**config.mk**
```make
export PLATFORM = sky130hd
export DESIGN_NAME = integer_to_roman_encoder_core_flat
export DESIGN_NICKNAME = d
export VERILOG_FILES = /design/src/hdl/i2r_pkg.sv /design/src/hdl/i2r_if.sv /design/src/hdl/integer_to_roman_encoder_core.sv /design/src/flat_wrapper.sv
export SDC_FILE = /design/constraint.sdc
export NUM_CORES = 1
export LEC_CHECK = 0
export BUFFER_PORTS_ARGS = -buffer_cell sky130_fd_sc_hd__buf_2
export CAP_MARGIN = 20
export CORE_UTILIZATION = 54
export DETAILED_ROUTE_END_ITERATION = 10
export GPL_ROUTABILITY_DRIVEN = 0
export GPL_TIMING_DRIVEN = 0
export PLACE_DENSITY = 0.77
export SLEW_MARGIN = 20
export SYNTH_ARGS = -nofsm -noshare
export SYNTH_HDL_FRONTEND = slang
export SYNTH_SLANG_ARGS = --single-unit
```
**constraint.sdc**
```tcl
create_clock -name clk -period 4.2 [get_ports clk]
set_input_delay 0.42 -clock clk [delete_from_list [all_inputs] [get_ports clk]]
set_output_delay 0.42 -clock clk [all_outputs]
set_load 0.1 [all_outputs]
```
**src/hdl/i2r_pkg.sv**
```systemverilog
`timescale 1ns / 1ps
// Shared types, constants and the microcode table for the integer to Roman
// numeral encoder. No dependencies.
package i2r_pkg;

    localparam int VALUE_W  = 12;
    localparam int SYMBOL_W = 8;
    localparam int PC_W     = 5;

    localparam logic [VALUE_W-1:0] MAX_VALUE = VALUE_W'(3999);

    localparam logic [SYMBOL_W-1:0] CH_NONE = 8'h00;
    localparam logic [SYMBOL_W-1:0] CH_I    = 8'h49;
    localparam logic [SYMBOL_W-1:0] CH_V    = 8'h56;
    localparam logic [SYMBOL_W-1:0] CH_X    = 8'h58;
    localparam logic [SYMBOL_W-1:0] CH_L    = 8'h4C;
    localparam logic [SYMBOL_W-1:0] CH_C    = 8'h43;
    localparam logic [SYMBOL_W-1:0] CH_D    = 8'h44;
    localparam logic [SYMBOL_W-1:0] CH_M    = 8'h4D;

    // Micro-operations
    typedef enum logic [2:0] {
        OP_CHECK,   // range check, emit error word if out of range
        OP_REPEAT,  // while rem >= thresh: emit, subtract, stay
        OP_HEAD,    // if rem >= thresh: emit first letter of a pair, else jump
        OP_TAIL,    // emit second letter of a pair, subtract
        OP_SINGLE   // if rem >= thresh: emit, subtract; advance either way
    } op_t;

    typedef struct packed {
        op_t                 op;
        logic [VALUE_W-1:0]  thresh;
        logic [SYMBOL_W-1:0] letter;
        logic [PC_W-1:0]     jump;
    } ctl_t;

    // Step counter values that are jump targets
    localparam logic [PC_W-1:0] PC_D    = PC_W'(4);
    localparam logic [PC_W-1:0] PC_C    = PC_W'(7);
    localparam logic [PC_W-1:0] PC_L    = PC_W'(10);
    localparam logic [PC_W-1:0] PC_X    = PC_W'(13);
    localparam logic [PC_W-1:0] PC_V    = PC_W'(16);
    localparam logic [PC_W-1:0] PC_I    = PC_W'(19);
    localparam logic [PC_W-1:0] PC_ZERO = PC_W'(0);

    localparam int UCODE_DEPTH = 20;

    function automatic ctl_t mk(op_t op, int thresh, logic [SYMBOL_W-1:0] letter,
                                logic [PC_W-1:0] jump);
        ctl_t c;
        c.op     = op;
        c.thresh = VALUE_W'(thresh);
        c.letter = letter;
        c.jump   = jump;
        return c;
    endfunction

    // Greedy Roman program: 1000 900 500 400 100 90 50 40 10 9 5 4 1
    function automatic ctl_t ucode(logic [PC_W-1:0] pc);
        ctl_t c;
        case (pc)
            5'd0:    c = mk(OP_CHECK,  0,    CH_NONE, PC_ZERO);
            5'd1:    c = mk(OP_REPEAT, 1000, CH_M,    PC_ZERO);
            5'd2:    c = mk(OP_HEAD,   900,  CH_C,    PC_D);
            5'd3:    c = mk(OP_TAIL,   900,  CH_M,    PC_ZERO);
            5'd4:    c = mk(OP_SINGLE, 500,  CH_D,    PC_ZERO);
            5'd5:    c = mk(OP_HEAD,   400,  CH_C,    PC_C);
            5'd6:    c = mk(OP_TAIL,   400,  CH_D,    PC_ZERO);
            5'd7:    c = mk(OP_REPEAT, 100,  CH_C,    PC_ZERO);
            5'd8:    c = mk(OP_HEAD,   90,   CH_X,    PC_L);
            5'd9:    c = mk(OP_TAIL,   90,   CH_C,    PC_ZERO);
            5'd10:   c = mk(OP_SINGLE, 50,   CH_L,    PC_ZERO);
            5'd11:   c = mk(OP_HEAD,   40,   CH_X,    PC_X);
            5'd12:   c = mk(OP_TAIL,   40,   CH_L,    PC_ZERO);
            5'd13:   c = mk(OP_REPEAT, 10,   CH_X,    PC_ZERO);
            5'd14:   c = mk(OP_HEAD,   9,    CH_I,    PC_V);
            5'd15:   c = mk(OP_TAIL,   9,    CH_X,    PC_ZERO);
            5'd16:   c = mk(OP_SINGLE, 5,    CH_V,    PC_ZERO);
            5'd17:   c = mk(OP_HEAD,   4,    CH_I,    PC_I);
            5'd18:   c = mk(OP_TAIL,   4,    CH_V,    PC_ZERO);
            5'd19:   c = mk(OP_REPEAT, 1,    CH_I,    PC_ZERO);
            default: c = mk(OP_CHECK,  0,    CH_NONE, PC_ZERO);
        endcase
        return c;
    endfunction

endpackage

```
**src/hdl/i2r_if.sv**
```systemverilog
`timescale 1ns / 1ps
// Valid/ready channel interfaces for the encoder: integer in, numeral out.
// Depends on i2r_pkg.
interface i2r_value_if import i2r_pkg::*; ();
    logic               valid;
    logic               ready;
    logic [VALUE_W-1:0] value;

    modport source (output valid, output value, input ready);
    modport sink   (input valid, input value, output ready);
endinterface

interface i2r_symbol_if import i2r_pkg::*; ();
    logic                valid;
    logic                ready;
    logic [SYMBOL_W-1:0] symbol;
    logic                last;
    logic                error;

    modport source (output valid, output symbol, output last, output error, input ready);
    modport sink   (input valid, input symbol, input last, input error, output ready);
endinterface

```
**src/hdl/integer_to_roman_encoder_core.sv**
```systemverilog
`timescale 1ns / 1ps
// Integer to Roman numeral encoder, top level.
// Depends on i2r_pkg and the channel interfaces in i2r_if.sv.
//
// Takes one 12-bit integer word on `number` and sends its Roman numeral on
// `numeral`, one ASCII letter per word, with `last` on the final letter. A
// value of 0 or above 3999 gives a single word with error and last set and
// symbol 0. A microcode sequencer walks a 20-step program (range check, then
// the greedy values 1000, 900, 500 ... 4, 1) and handles one step or one
// emitted letter at a time; it holds while the output sink stalls. The
// output word sits in its own register, so the next value is taken as soon
// as the last letter has been loaded there, even while that letter still
// waits to be taken.
module integer_to_roman_encoder_core
    import i2r_pkg::*;
(
    input  logic                clk,
    input  logic                rst_n,
    i2r_value_if.sink           number,
    i2r_symbol_if.source        numeral
);

    // Sequencer state
    logic                busy_reg,  busy_next;
    logic [PC_W-1:0]     pc_reg,    pc_next;
    logic [VALUE_W-1:0]  rem_reg,   rem_next;

    // Output word register
    logic                valid_reg, valid_next;
    logic [SYMBOL_W-1:0] sym_reg,   sym_next;
    logic                last_reg,  last_next;
    logic                err_reg,   err_next;

    ctl_t                ctl;
    logic                slot_free;
    logic                ge;
    logic [VALUE_W-1:0]  diff;
    logic                zero_after;

    assign ctl        = ucode(pc_reg);
    assign slot_free  = !valid_reg || numeral.ready;
    assign ge         = rem_reg >= ctl.thresh;
    assign diff       = rem_reg - ctl.thresh;
    assign zero_after = diff == '0;

    assign number.ready   = !busy_reg;
    assign numeral.valid  = valid_reg;
    assign numeral.symbol = sym_reg;
    assign numeral.last   = last_reg;
    assign numeral.error  = err_reg;

    always_comb
    begin
        busy_next  = busy_reg;
        pc_next    = pc_reg;
        rem_next   = rem_reg;
        valid_next = valid_reg;
        sym_next   = sym_reg;
        last_next  = last_reg;
        err_next   = err_reg;

        // Drop the word once the sink takes it
        if (valid_reg && numeral.ready)
        begin
            valid_next = 1'b0;
        end

        if (!busy_reg)
        begin
            // Load a new value and start the program
            if (number.valid)
            begin
                busy_next = 1'b1;
                pc_next   = PC_ZERO;
                rem_next  = number.value;
            end
        end
        else if (slot_free)
        begin
            unique case (ctl.op)
                OP_CHECK:
                begin
                    if (rem_reg == '0 || rem_reg > MAX_VALUE)
                    begin
                        valid_next = 1'b1;
                        sym_next   = CH_NONE;
                        last_next  = 1'b1;
                        err_next   = 1'b1;
                        busy_next  = 1'b0;
                    end
                    else
                    begin
                        pc_next = pc_reg + 1'b1;
                    end
                end
                OP_REPEAT:
                begin
                    if (ge)
                    begin
                        valid_next = 1'b1;
                        sym_next   = ctl.letter;
                        last_next  = zero_after;
                        err_next   = 1'b0;
                        rem_next   = diff;
                        busy_next  = !zero_after;
                    end
                    else
                    begin
                        pc_next = pc_reg + 1'b1;
                    end
                end
                OP_HEAD:
                begin
                    // First letter of a subtractive pair; never the last
                    if (ge)
                    begin
                        valid_next = 1'b1;
                        sym_next   = ctl.letter;
                        last_next  = 1'b0;
                        err_next   = 1'b0;
                        pc_next    = pc_reg + 1'b1;
                    end
                    else
                    begin
                        pc_next = ctl.jump;
                    end
                end
                OP_TAIL:
                begin
                    valid_next = 1'b1;
                    sym_next   = ctl.letter;
                    last_next  = zero_after;
                    err_next   = 1'b0;
                    rem_next   = diff;
                    busy_next  = !zero_after;
                    pc_next    = pc_reg + 1'b1;
                end
                OP_SINGLE:
                begin
                    if (ge)
                    begin
                        valid_next = 1'b1;
                        sym_next   = ctl.letter;
                        last_next  = zero_after;
                        err_next   = 1'b0;
                        rem_next   = diff;
                        busy_next  = !zero_after;
                    end
                    pc_next = pc_reg + 1'b1;
                end
                default:
                begin
                    busy_next = 1'b0;
                end
            endcase
        end
    end

    always_ff @(posedge clk or negedge rst_n)
    begin
        if (!rst_n)
        begin
            busy_reg  <= 1'b0;
            pc_reg    <= PC_ZERO;
            valid_reg <= 1'b0;
        end
        else
        begin
            busy_reg  <= busy_next;
            pc_reg    <= pc_next;
            valid_reg <= valid_next;
        end
    end

    always_ff @(posedge clk)
    begin
        rem_reg  <= rem_next;
        sym_reg  <= sym_next;
        last_reg <= last_next;
        err_reg  <= err_next;
    end

`ifndef SYNTHESIS
    // The program counter never runs past the final step while busy
    assert property (@(posedge clk) disable iff (!rst_n)
        busy_reg |-> pc_reg < PC_W'(UCODE_DEPTH))
        else $error("step counter beyond microcode");

    // An error word carries no letter and closes the item
    assert property (@(posedge clk) disable iff (!rst_n)
        (valid_reg && err_reg) |-> (last_reg && sym_reg == CH_NONE))
        else $error("malformed error word");

    // An accepted value starts the program at the range check
    assert property (@(posedge clk) disable iff (!rst_n)
        (number.valid && number.ready) |=> (busy_reg && pc_reg == PC_ZERO))
        else $error("accept did not start program");

    // A stalled output slot freezes the sequencer
    assert property (@(posedge clk) disable iff (!rst_n)
        (busy_reg && valid_reg && !numeral.ready) |=>
            ($stable(pc_reg) && $stable(rem_reg) && busy_reg))
        else $error("sequencer advanced while output stalled");
`endif

endmodule
```
**src/flat_wrapper.sv**
```systemverilog
// flat-port wrapper written by rule: the top's interface ports become plain ports
module integer_to_roman_encoder_core_flat import i2r_pkg::*;
  (clk, rst_n, number_valid, number_value, number_ready, numeral_valid, numeral_symbol, numeral_last, numeral_error, numeral_ready);
  i2r_value_if number_i ();
  i2r_symbol_if numeral_i ();
  input  logic clk;
  input  logic rst_n;
  input wire logic [$bits(number_i.valid)-1:0] number_valid;
  input wire logic [$bits(number_i.value)-1:0] number_value;
  output wire logic [$bits(number_i.ready)-1:0] number_ready;
  output wire logic [$bits(numeral_i.valid)-1:0] numeral_valid;
  output wire logic [$bits(numeral_i.symbol)-1:0] numeral_symbol;
  output wire logic [$bits(numeral_i.last)-1:0] numeral_last;
  output wire logic [$bits(numeral_i.error)-1:0] numeral_error;
  input wire logic [$bits(numeral_i.ready)-1:0] numeral_ready;
  assign number_i.valid = number_valid;
  assign number_i.value = number_value;
  assign number_ready = number_i.ready;
  assign numeral_valid = numeral_i.valid;
  assign numeral_symbol = numeral_i.symbol;
  assign numeral_last = numeral_i.last;
  assign numeral_error = numeral_i.error;
  assign numeral_i.ready = numeral_ready;
  integer_to_roman_encoder_core u_core (.clk(clk), .rst_n(rst_n), .number(number_i), .numeral(numeral_i));
endmodule
```
==> qor.csv, run 1 <==
metric;value;unit
Starting Density;0.563;
#FFs+latches synth;27;
final wirelength;6450;um
highest clock rate;251;MHz
met3 Usage GRT;0.0403;
HPWL after DPL;4880;um
max-cap violation count;0;
clk root buf;clkbuf_8;
cell taking the most area after synthesis;edfxtp_1;
async set-reset flop share out of synthesis;0.259;
Pins Over Slew Limit;0;
cell family with most CP delay;adder cells;
CP Buf/Inv Count;2;
critical path capture point type;register;
top_reg_cell synth;edfxtp_1;
initial antenna violation count;0;
setup repair after global routing missed its margin;false;
# port buffers;25;
Die ar.;0.00521;mm2
Final nets;374;
largest fanout on the critical path;7;
hold path depth;3;
Vias/cell;6.04;
M2 GR Usage;0.426;
Tmin final;3.98;ns
Post-Syn Instances;301;
Pre-Repair DR Iteration Count;4;
area post-placement;0.00287;mm2
commonest non-fill, non-tap cell in the layout;buf_2;
CTS tree;done;
max_slew headroom;0.612;
cell depth of the worst setup path;14;
first-pass GRT wire length;10700;um
met1 usage;0.340;
status;finished clean;
Synth-to-Final Area Change;12.5;%
Syn Std Cell Area;0.00266;mm2
Post-DRT Antenna Nets;0;
largest net degree at the start of global routing;16;
Least-Margin Pin Slew;0.577;ns
diode count;0;
max FFs per register;12;
Clock Skews;0.00779;ns
Worst R2R Setup Slack;0.22;ns
CP Cell Sequence;buf_2 > inv_1 > ha_2 > nor2_1 > a32o_1 > ha_1 > fa_1 > nand3b_1 > and2_1 > xnor2_1 > a2111o_1 > nor4_2 > o2111ai_2 > o21a_1;
wire length per cell;16.1;um
FP Rows;25;
most frequent cells in the layout;buf_2, nand2_1, nor2_1, ha_1, edfxtp_1;
GRT Total Usage;0.259;
worst-case reg-to-reg path depth;14;
vias in the first global route;2293;
Hold Path Class;in -> reg;
busiest grt layer;met2;
Die Y;72.2;um
Top Ports;28;
minimum hold slack;0.413;ns
via count;2422;
CP startpoint kind;register;
drt drc;0;
yosys warns;0;
Final Cell Area;0.00299;mm2
chip width;72.2;um
number of flops mapped to enable cells by yosys;20;
Synth area leaders;edfxtp_1, ha_1, dfrtp_1;
H-tree levels;1;
worst stage delay on the critical path;0.44;ns
gr ovfl total;0;
Crit-path slowest cell;dfrtp_1;
Clk pin slew, worst setup/hold paths;0.10;ns
register area share after synthesis;0.292;
Worst-Skew Late Latency;0.27;ns
critical path arrival;4.15;ns
drt initial violations;240;
CTS Buffer Depth;2;
syn avg cell area;8.84;um2
Clock Sinks;27;
layout cell share with drive strength beyond 1;0.207;
final setup vio count;0;
Final Hold Viols;0;
Worst Path Required;4.37;ns
TritonCTS buffer count;3;
CP Class;reg -> reg;
Synth top area share;0.226;
final worst path period share;0.947;
total core area;0.00472;mm2
Yosys cell types;69;
path summary, 6_finish.rpt:
path                                                start                              to
setup / recovery             u_core.pc_reg[0]$_DFFE_PN0P_       u_core.busy_reg$_DFF_PN0_
setup reg to reg             u_core.pc_reg[0]$_DFFE_PN0P_       u_core.busy_reg$_DFF_PN0_
min in group asynchronous                           rst_n    u_core.pc_reg[2]$_DFFE_PN0P_
hold reg to reg            u_core.numeral.valid$_DFF_PN0_  u_core.numeral.valid$_DFF_PN0_
max in group asynchronous                           rst_n       u_core.busy_reg$_DFF_PN0_
hold / removal                            number_value[0]     u_core.rem_reg[0]$_DFFE_PP_
kinds of logic (layout without fill, tap and decap cells):
logic type	after synthesis	after routing	share of synthesized area
multiplexers	19	19	0.0748
AND/OR/NAND/NOR	110	110	0.214
flip-flops	27	27	0.292
other	1	2	0.00141
adder cells (fa/ha/maj)	24	24	0.115
buffers and inverters	32	64	0.0574
AO/OA/AOI/OAI	76	76	0.206
XOR/XNOR	12	12	0.0395
routing by layer:
metal | wire length (um) | share of wire
met1 | 2880 | 0.45
met2 | 2950 | 0.46
met3 | 366 | 0.057
met4 | 240 | 0.037
met5 | 0 | 0
Yosys cell counts (all sizes together) (4+ instances only):
| master | n |
|---|---|
| ha | 22 |
| edfxtp | 20 |
| a21oi | 16 |
| nor2 | 25 |
| nand2 | 28 |
| xnor2 | 8 |
| nand2b | 7 |
| inv | 12 |
| buf | 11 |
| mux2i | 12 |
| clkbuf | 9 |
| mux2 | 7 |
| xor2 | 4 |
| nor2b | 6 |
| nor3 | 6 |
| a31oi | 4 |
| a211oi | 6 |
| o21ai | 16 |
| dfrtp | 7 |
| nand3 | 11 |
| nor4 | 7 |
| a22oi | 4 |
what timing repair did:
item,CTS,global route
resized for setup,4,8
pin swaps,1,0
gates cloned,0,0
setup endpoints to repair,20,27
endpoints found under the hold margin,7,0
hold buffers,1,0
buffers inserted,1,1
worst min-delay path, delay by kind of cell:
| family | cells | cell delay, ns |
|---|---|---|
| AO/OA/AOI/OAI | 1 | 0.05 |
| buffers and inverters | 1 | 0.07 |
| AND/OR/NAND/NOR | 1 | 0.04 |
through the flow:
step                      utilization  worst slack, ns  instances  setup TNS [ns]
after floorplan                     -            0.271        302               0
after global placement          0.608           -0.507        394           -7.24
after detailed placement        0.608           -0.505        394           -7.31
after CTS                       0.629           0.0336        400               0
after global routing            0.634           0.0182        401               0
final                           0.634            0.222        401               0
cell type report:
type	instances	area [um2]
Timing Repair Buffer	28	163
Fill cell	396	1730
Multi-Input combinational cell	243	1770
Sequential cell	27	776
Buffer	20	110
Tap cell	67	83.8
Inverter	12	45.0
Clock inverter	1	5.00
Clock buffer	3	41.3
Power of run 1 is not shown: default switching activity piles up to over one toggle a cycle in this logic, so the estimate is an artifact.
==> run 2: changes to the inputs <==
--- a/config.mk
+++ b/config.mk
@@ -7,10 +7,9 @@
 export LEC_CHECK = 0
 export BUFFER_PORTS_ARGS = -buffer_cell sky130_fd_sc_hd__buf_2
-export CAP_MARGIN = 20
-export CORE_UTILIZATION = 54
+export CORE_UTILIZATION = 60
 export DETAILED_ROUTE_END_ITERATION = 10
 export GPL_ROUTABILITY_DRIVEN = 0
 export GPL_TIMING_DRIVEN = 0
-export PLACE_DENSITY = 0.77
+export PLACE_DENSITY = 0.81
 export SLEW_MARGIN = 20
 export SYNTH_ARGS = -nofsm -noshare
==> constraint.sdc (replaced) <==
create_clock -name clk -period 4.5 [get_ports clk]
set_input_delay 0.45 -clock clk [delete_from_list [all_inputs] [get_ports clk]]
set_output_delay 0.45 -clock clk [all_outputs]
set_load 0.005 [all_outputs]
==> run 2 against run 1 <==
Compared with the run above:
- worst setup slack improved by 0.053 ns
- sequential cell count unchanged
- sequential share of layout area is 0.64 points higher
- first-iteration DRC count is 11% higher
- clock skew down 0.0023 ns
- fmax fell by 5.9%
- worst hold slack better by 0.037 ns
- final cell count fell by 4.7%
- critical path type unchanged
- critical endpoint is now u_core.rem_reg[6]$_DFFE_PP_
==> qor.csv, run 2 (synthesis results as in run 1) <==
metric;value;unit
status;finished clean;
# port buffers;25;
Pre-Repair DR Iteration Count;5;
filler cell count;322;
final setup vio count;0;
Top Ports;28;
gr ovfl total;0;
Die ar.;0.00470;mm2
dpl cells;378;
Final Hold Viols;0;
wire length per cell;17.0;um
GRT Total Usage;0.298;
Clock Skews;0.00553;ns
diode count;0;
drt initial violations;267;
Worst-Skew Late Latency;0.28;ns
Post-CTS Setup Bufs;0;
most frequent cells in the layout;buf_2, nand2_1, nor2_1, ha_1, edfxtp_1;
Die Y;68.6;um
largest net degree at the start of global routing;15;
Clock Sinks;27;
TritonCTS buffer count;3;
drt drc;0;
largest fanout on the critical path;10;
max FFs per register;12;
CP startpoint kind;register;
commonest non-fill, non-tap cell in the layout;buf_2;
CP Class;reg -> reg;
via count;2437;
Finished Layout Cells;382;
FP Rows;23;
Clk pin slew, worst setup/hold paths;0.10;ns
Hold Path Class;in -> reg;
total core area;0.00412;mm2
Worst Path Required;4.51;ns
critical path capture point type;register;
CTS tree;done;
initial antenna violation count;0;
final worst path period share;0.939;
HPWL after DPL;5000;um
Least-Margin Pin Slew;0.593;ns
max_slew headroom;0.604;
H-tree levels;1;
Starting Density;0.646;
Pins Over Slew Limit;0;
Vias/cell;6.38;
Synth-to-Final Area Change;9.78;%
chip width;68.6;um
max-cap violation count;0;
setup repair after global routing missed its margin;false;
critical path arrival;4.23;ns
Tmin final;4.23;ns
Final nets;372;
first-pass GRT wire length;10300;um
Post-DRT Antenna Nets;0;
final wirelength;6500;um
highest clock rate;237;MHz
CTS Buffer Depth;2;
layout cell share with drive strength beyond 1;0.187;
clk root buf;clkbuf_8;
vias in the first global route;2102;
==> run 2: changes by cell type in the layout (fill, tap and decap cells not counted), sizes merged <==
cell,previous run,this run
clkinv,1,0
clkbuf,11,12
buf,39,37
==> run 2: metrics by stage <==
stage	setup slack, ns	TNS (ns)	hold slack [ns]	cell area [um2]	util
6_report	0.275	0	0.450	2920	0.710
5_1_grt	0.0255	0	0.465	2920	0.710
4_1_cts	0.0152	0	0.455	2920	0.710
3_5_place_dp	-0.0460	-0.320	0.288	2860	0.696
3_3_place_gp	-0.742	-8.91	0.290	2850	0.693
2_1_floorplan	0.248	0	0.154	2660	-
==> run 2: area by class of cell <==
| type | count | area (um2) | share of cell area |
|---|---|---|---|
| Buffer | 19 | 104 | 0.0356 |
| Inverter | 12 | 45.0 | 0.0154 |
| Sequential cell | 27 | 776 | 0.266 |
| Tap cell | 50 | 62.6 | 0.0214 |
| Timing Repair Buffer | 27 | 146 | 0.0501 |
| Multi-Input combinational cell | 243 | 1740 | 0.596 |
| Clock buffer | 4 | 45.0 | 0.0154 |
==> run 2: worst max-delay path: stages (launching register included) <==
cell	delay [ns]
dfrtp_1	0.57
inv_1	0.25
ha_1	0.44
nor2_1	0.11
a32o_1	0.24
ha_1	0.26
fa_1	0.44
nand3b_1	0.27
a311oi_1	0.40
a211o_1	0.20
nor2_1	0.07
o32a_1	0.17
o21ai_2	0.34
buf_6	0.20
==> run 2: routing by layer <==
layer,vias up,part of all wire,track usage
li1,1182,-,-
met1,1097,0.44,0.428
met2,145,0.44,0.458
met3,13,0.097,0.0444
met4,0,0.018,0.0859
met5,-,0,0
==> run 2: path summary, 6_finish.rpt <==
path / from / to / depth (start not counted) / slack (ns)
setup / recovery: u_core.pc_reg[0]$_DFFE_PN0P_ / u_core.rem_reg[6]$_DFFE_PP_ / 13 / 0.27
hold / removal: numeral_ready / u_core.numeral.valid$_DFF_PN0_ / 3 / 0.45
setup reg to reg: u_core.pc_reg[0]$_DFFE_PN0P_ / u_core.rem_reg[6]$_DFFE_PP_ / 13 / 0.27
hold reg to reg: u_core.numeral.valid$_DFF_PN0_ / u_core.numeral.valid$_DFF_PN0_ / 2 / 0.54
max in group asynchronous: rst_n / u_core.pc_reg[4]$_DFFE_PN0P_ / 2 / 3.83
min in group asynchronous: rst_n / u_core.numeral.valid$_DFF_PN0_ / 2 / 0.52
==> run 2: repair_timing <==
item,in CTS,in global routing
gates resized for setup,1,1
hold buffers,1,0
hold endpoints to repair,7,0
endpoints found under the setup margin,7,17
Power of run 2 is left out for the same reason.
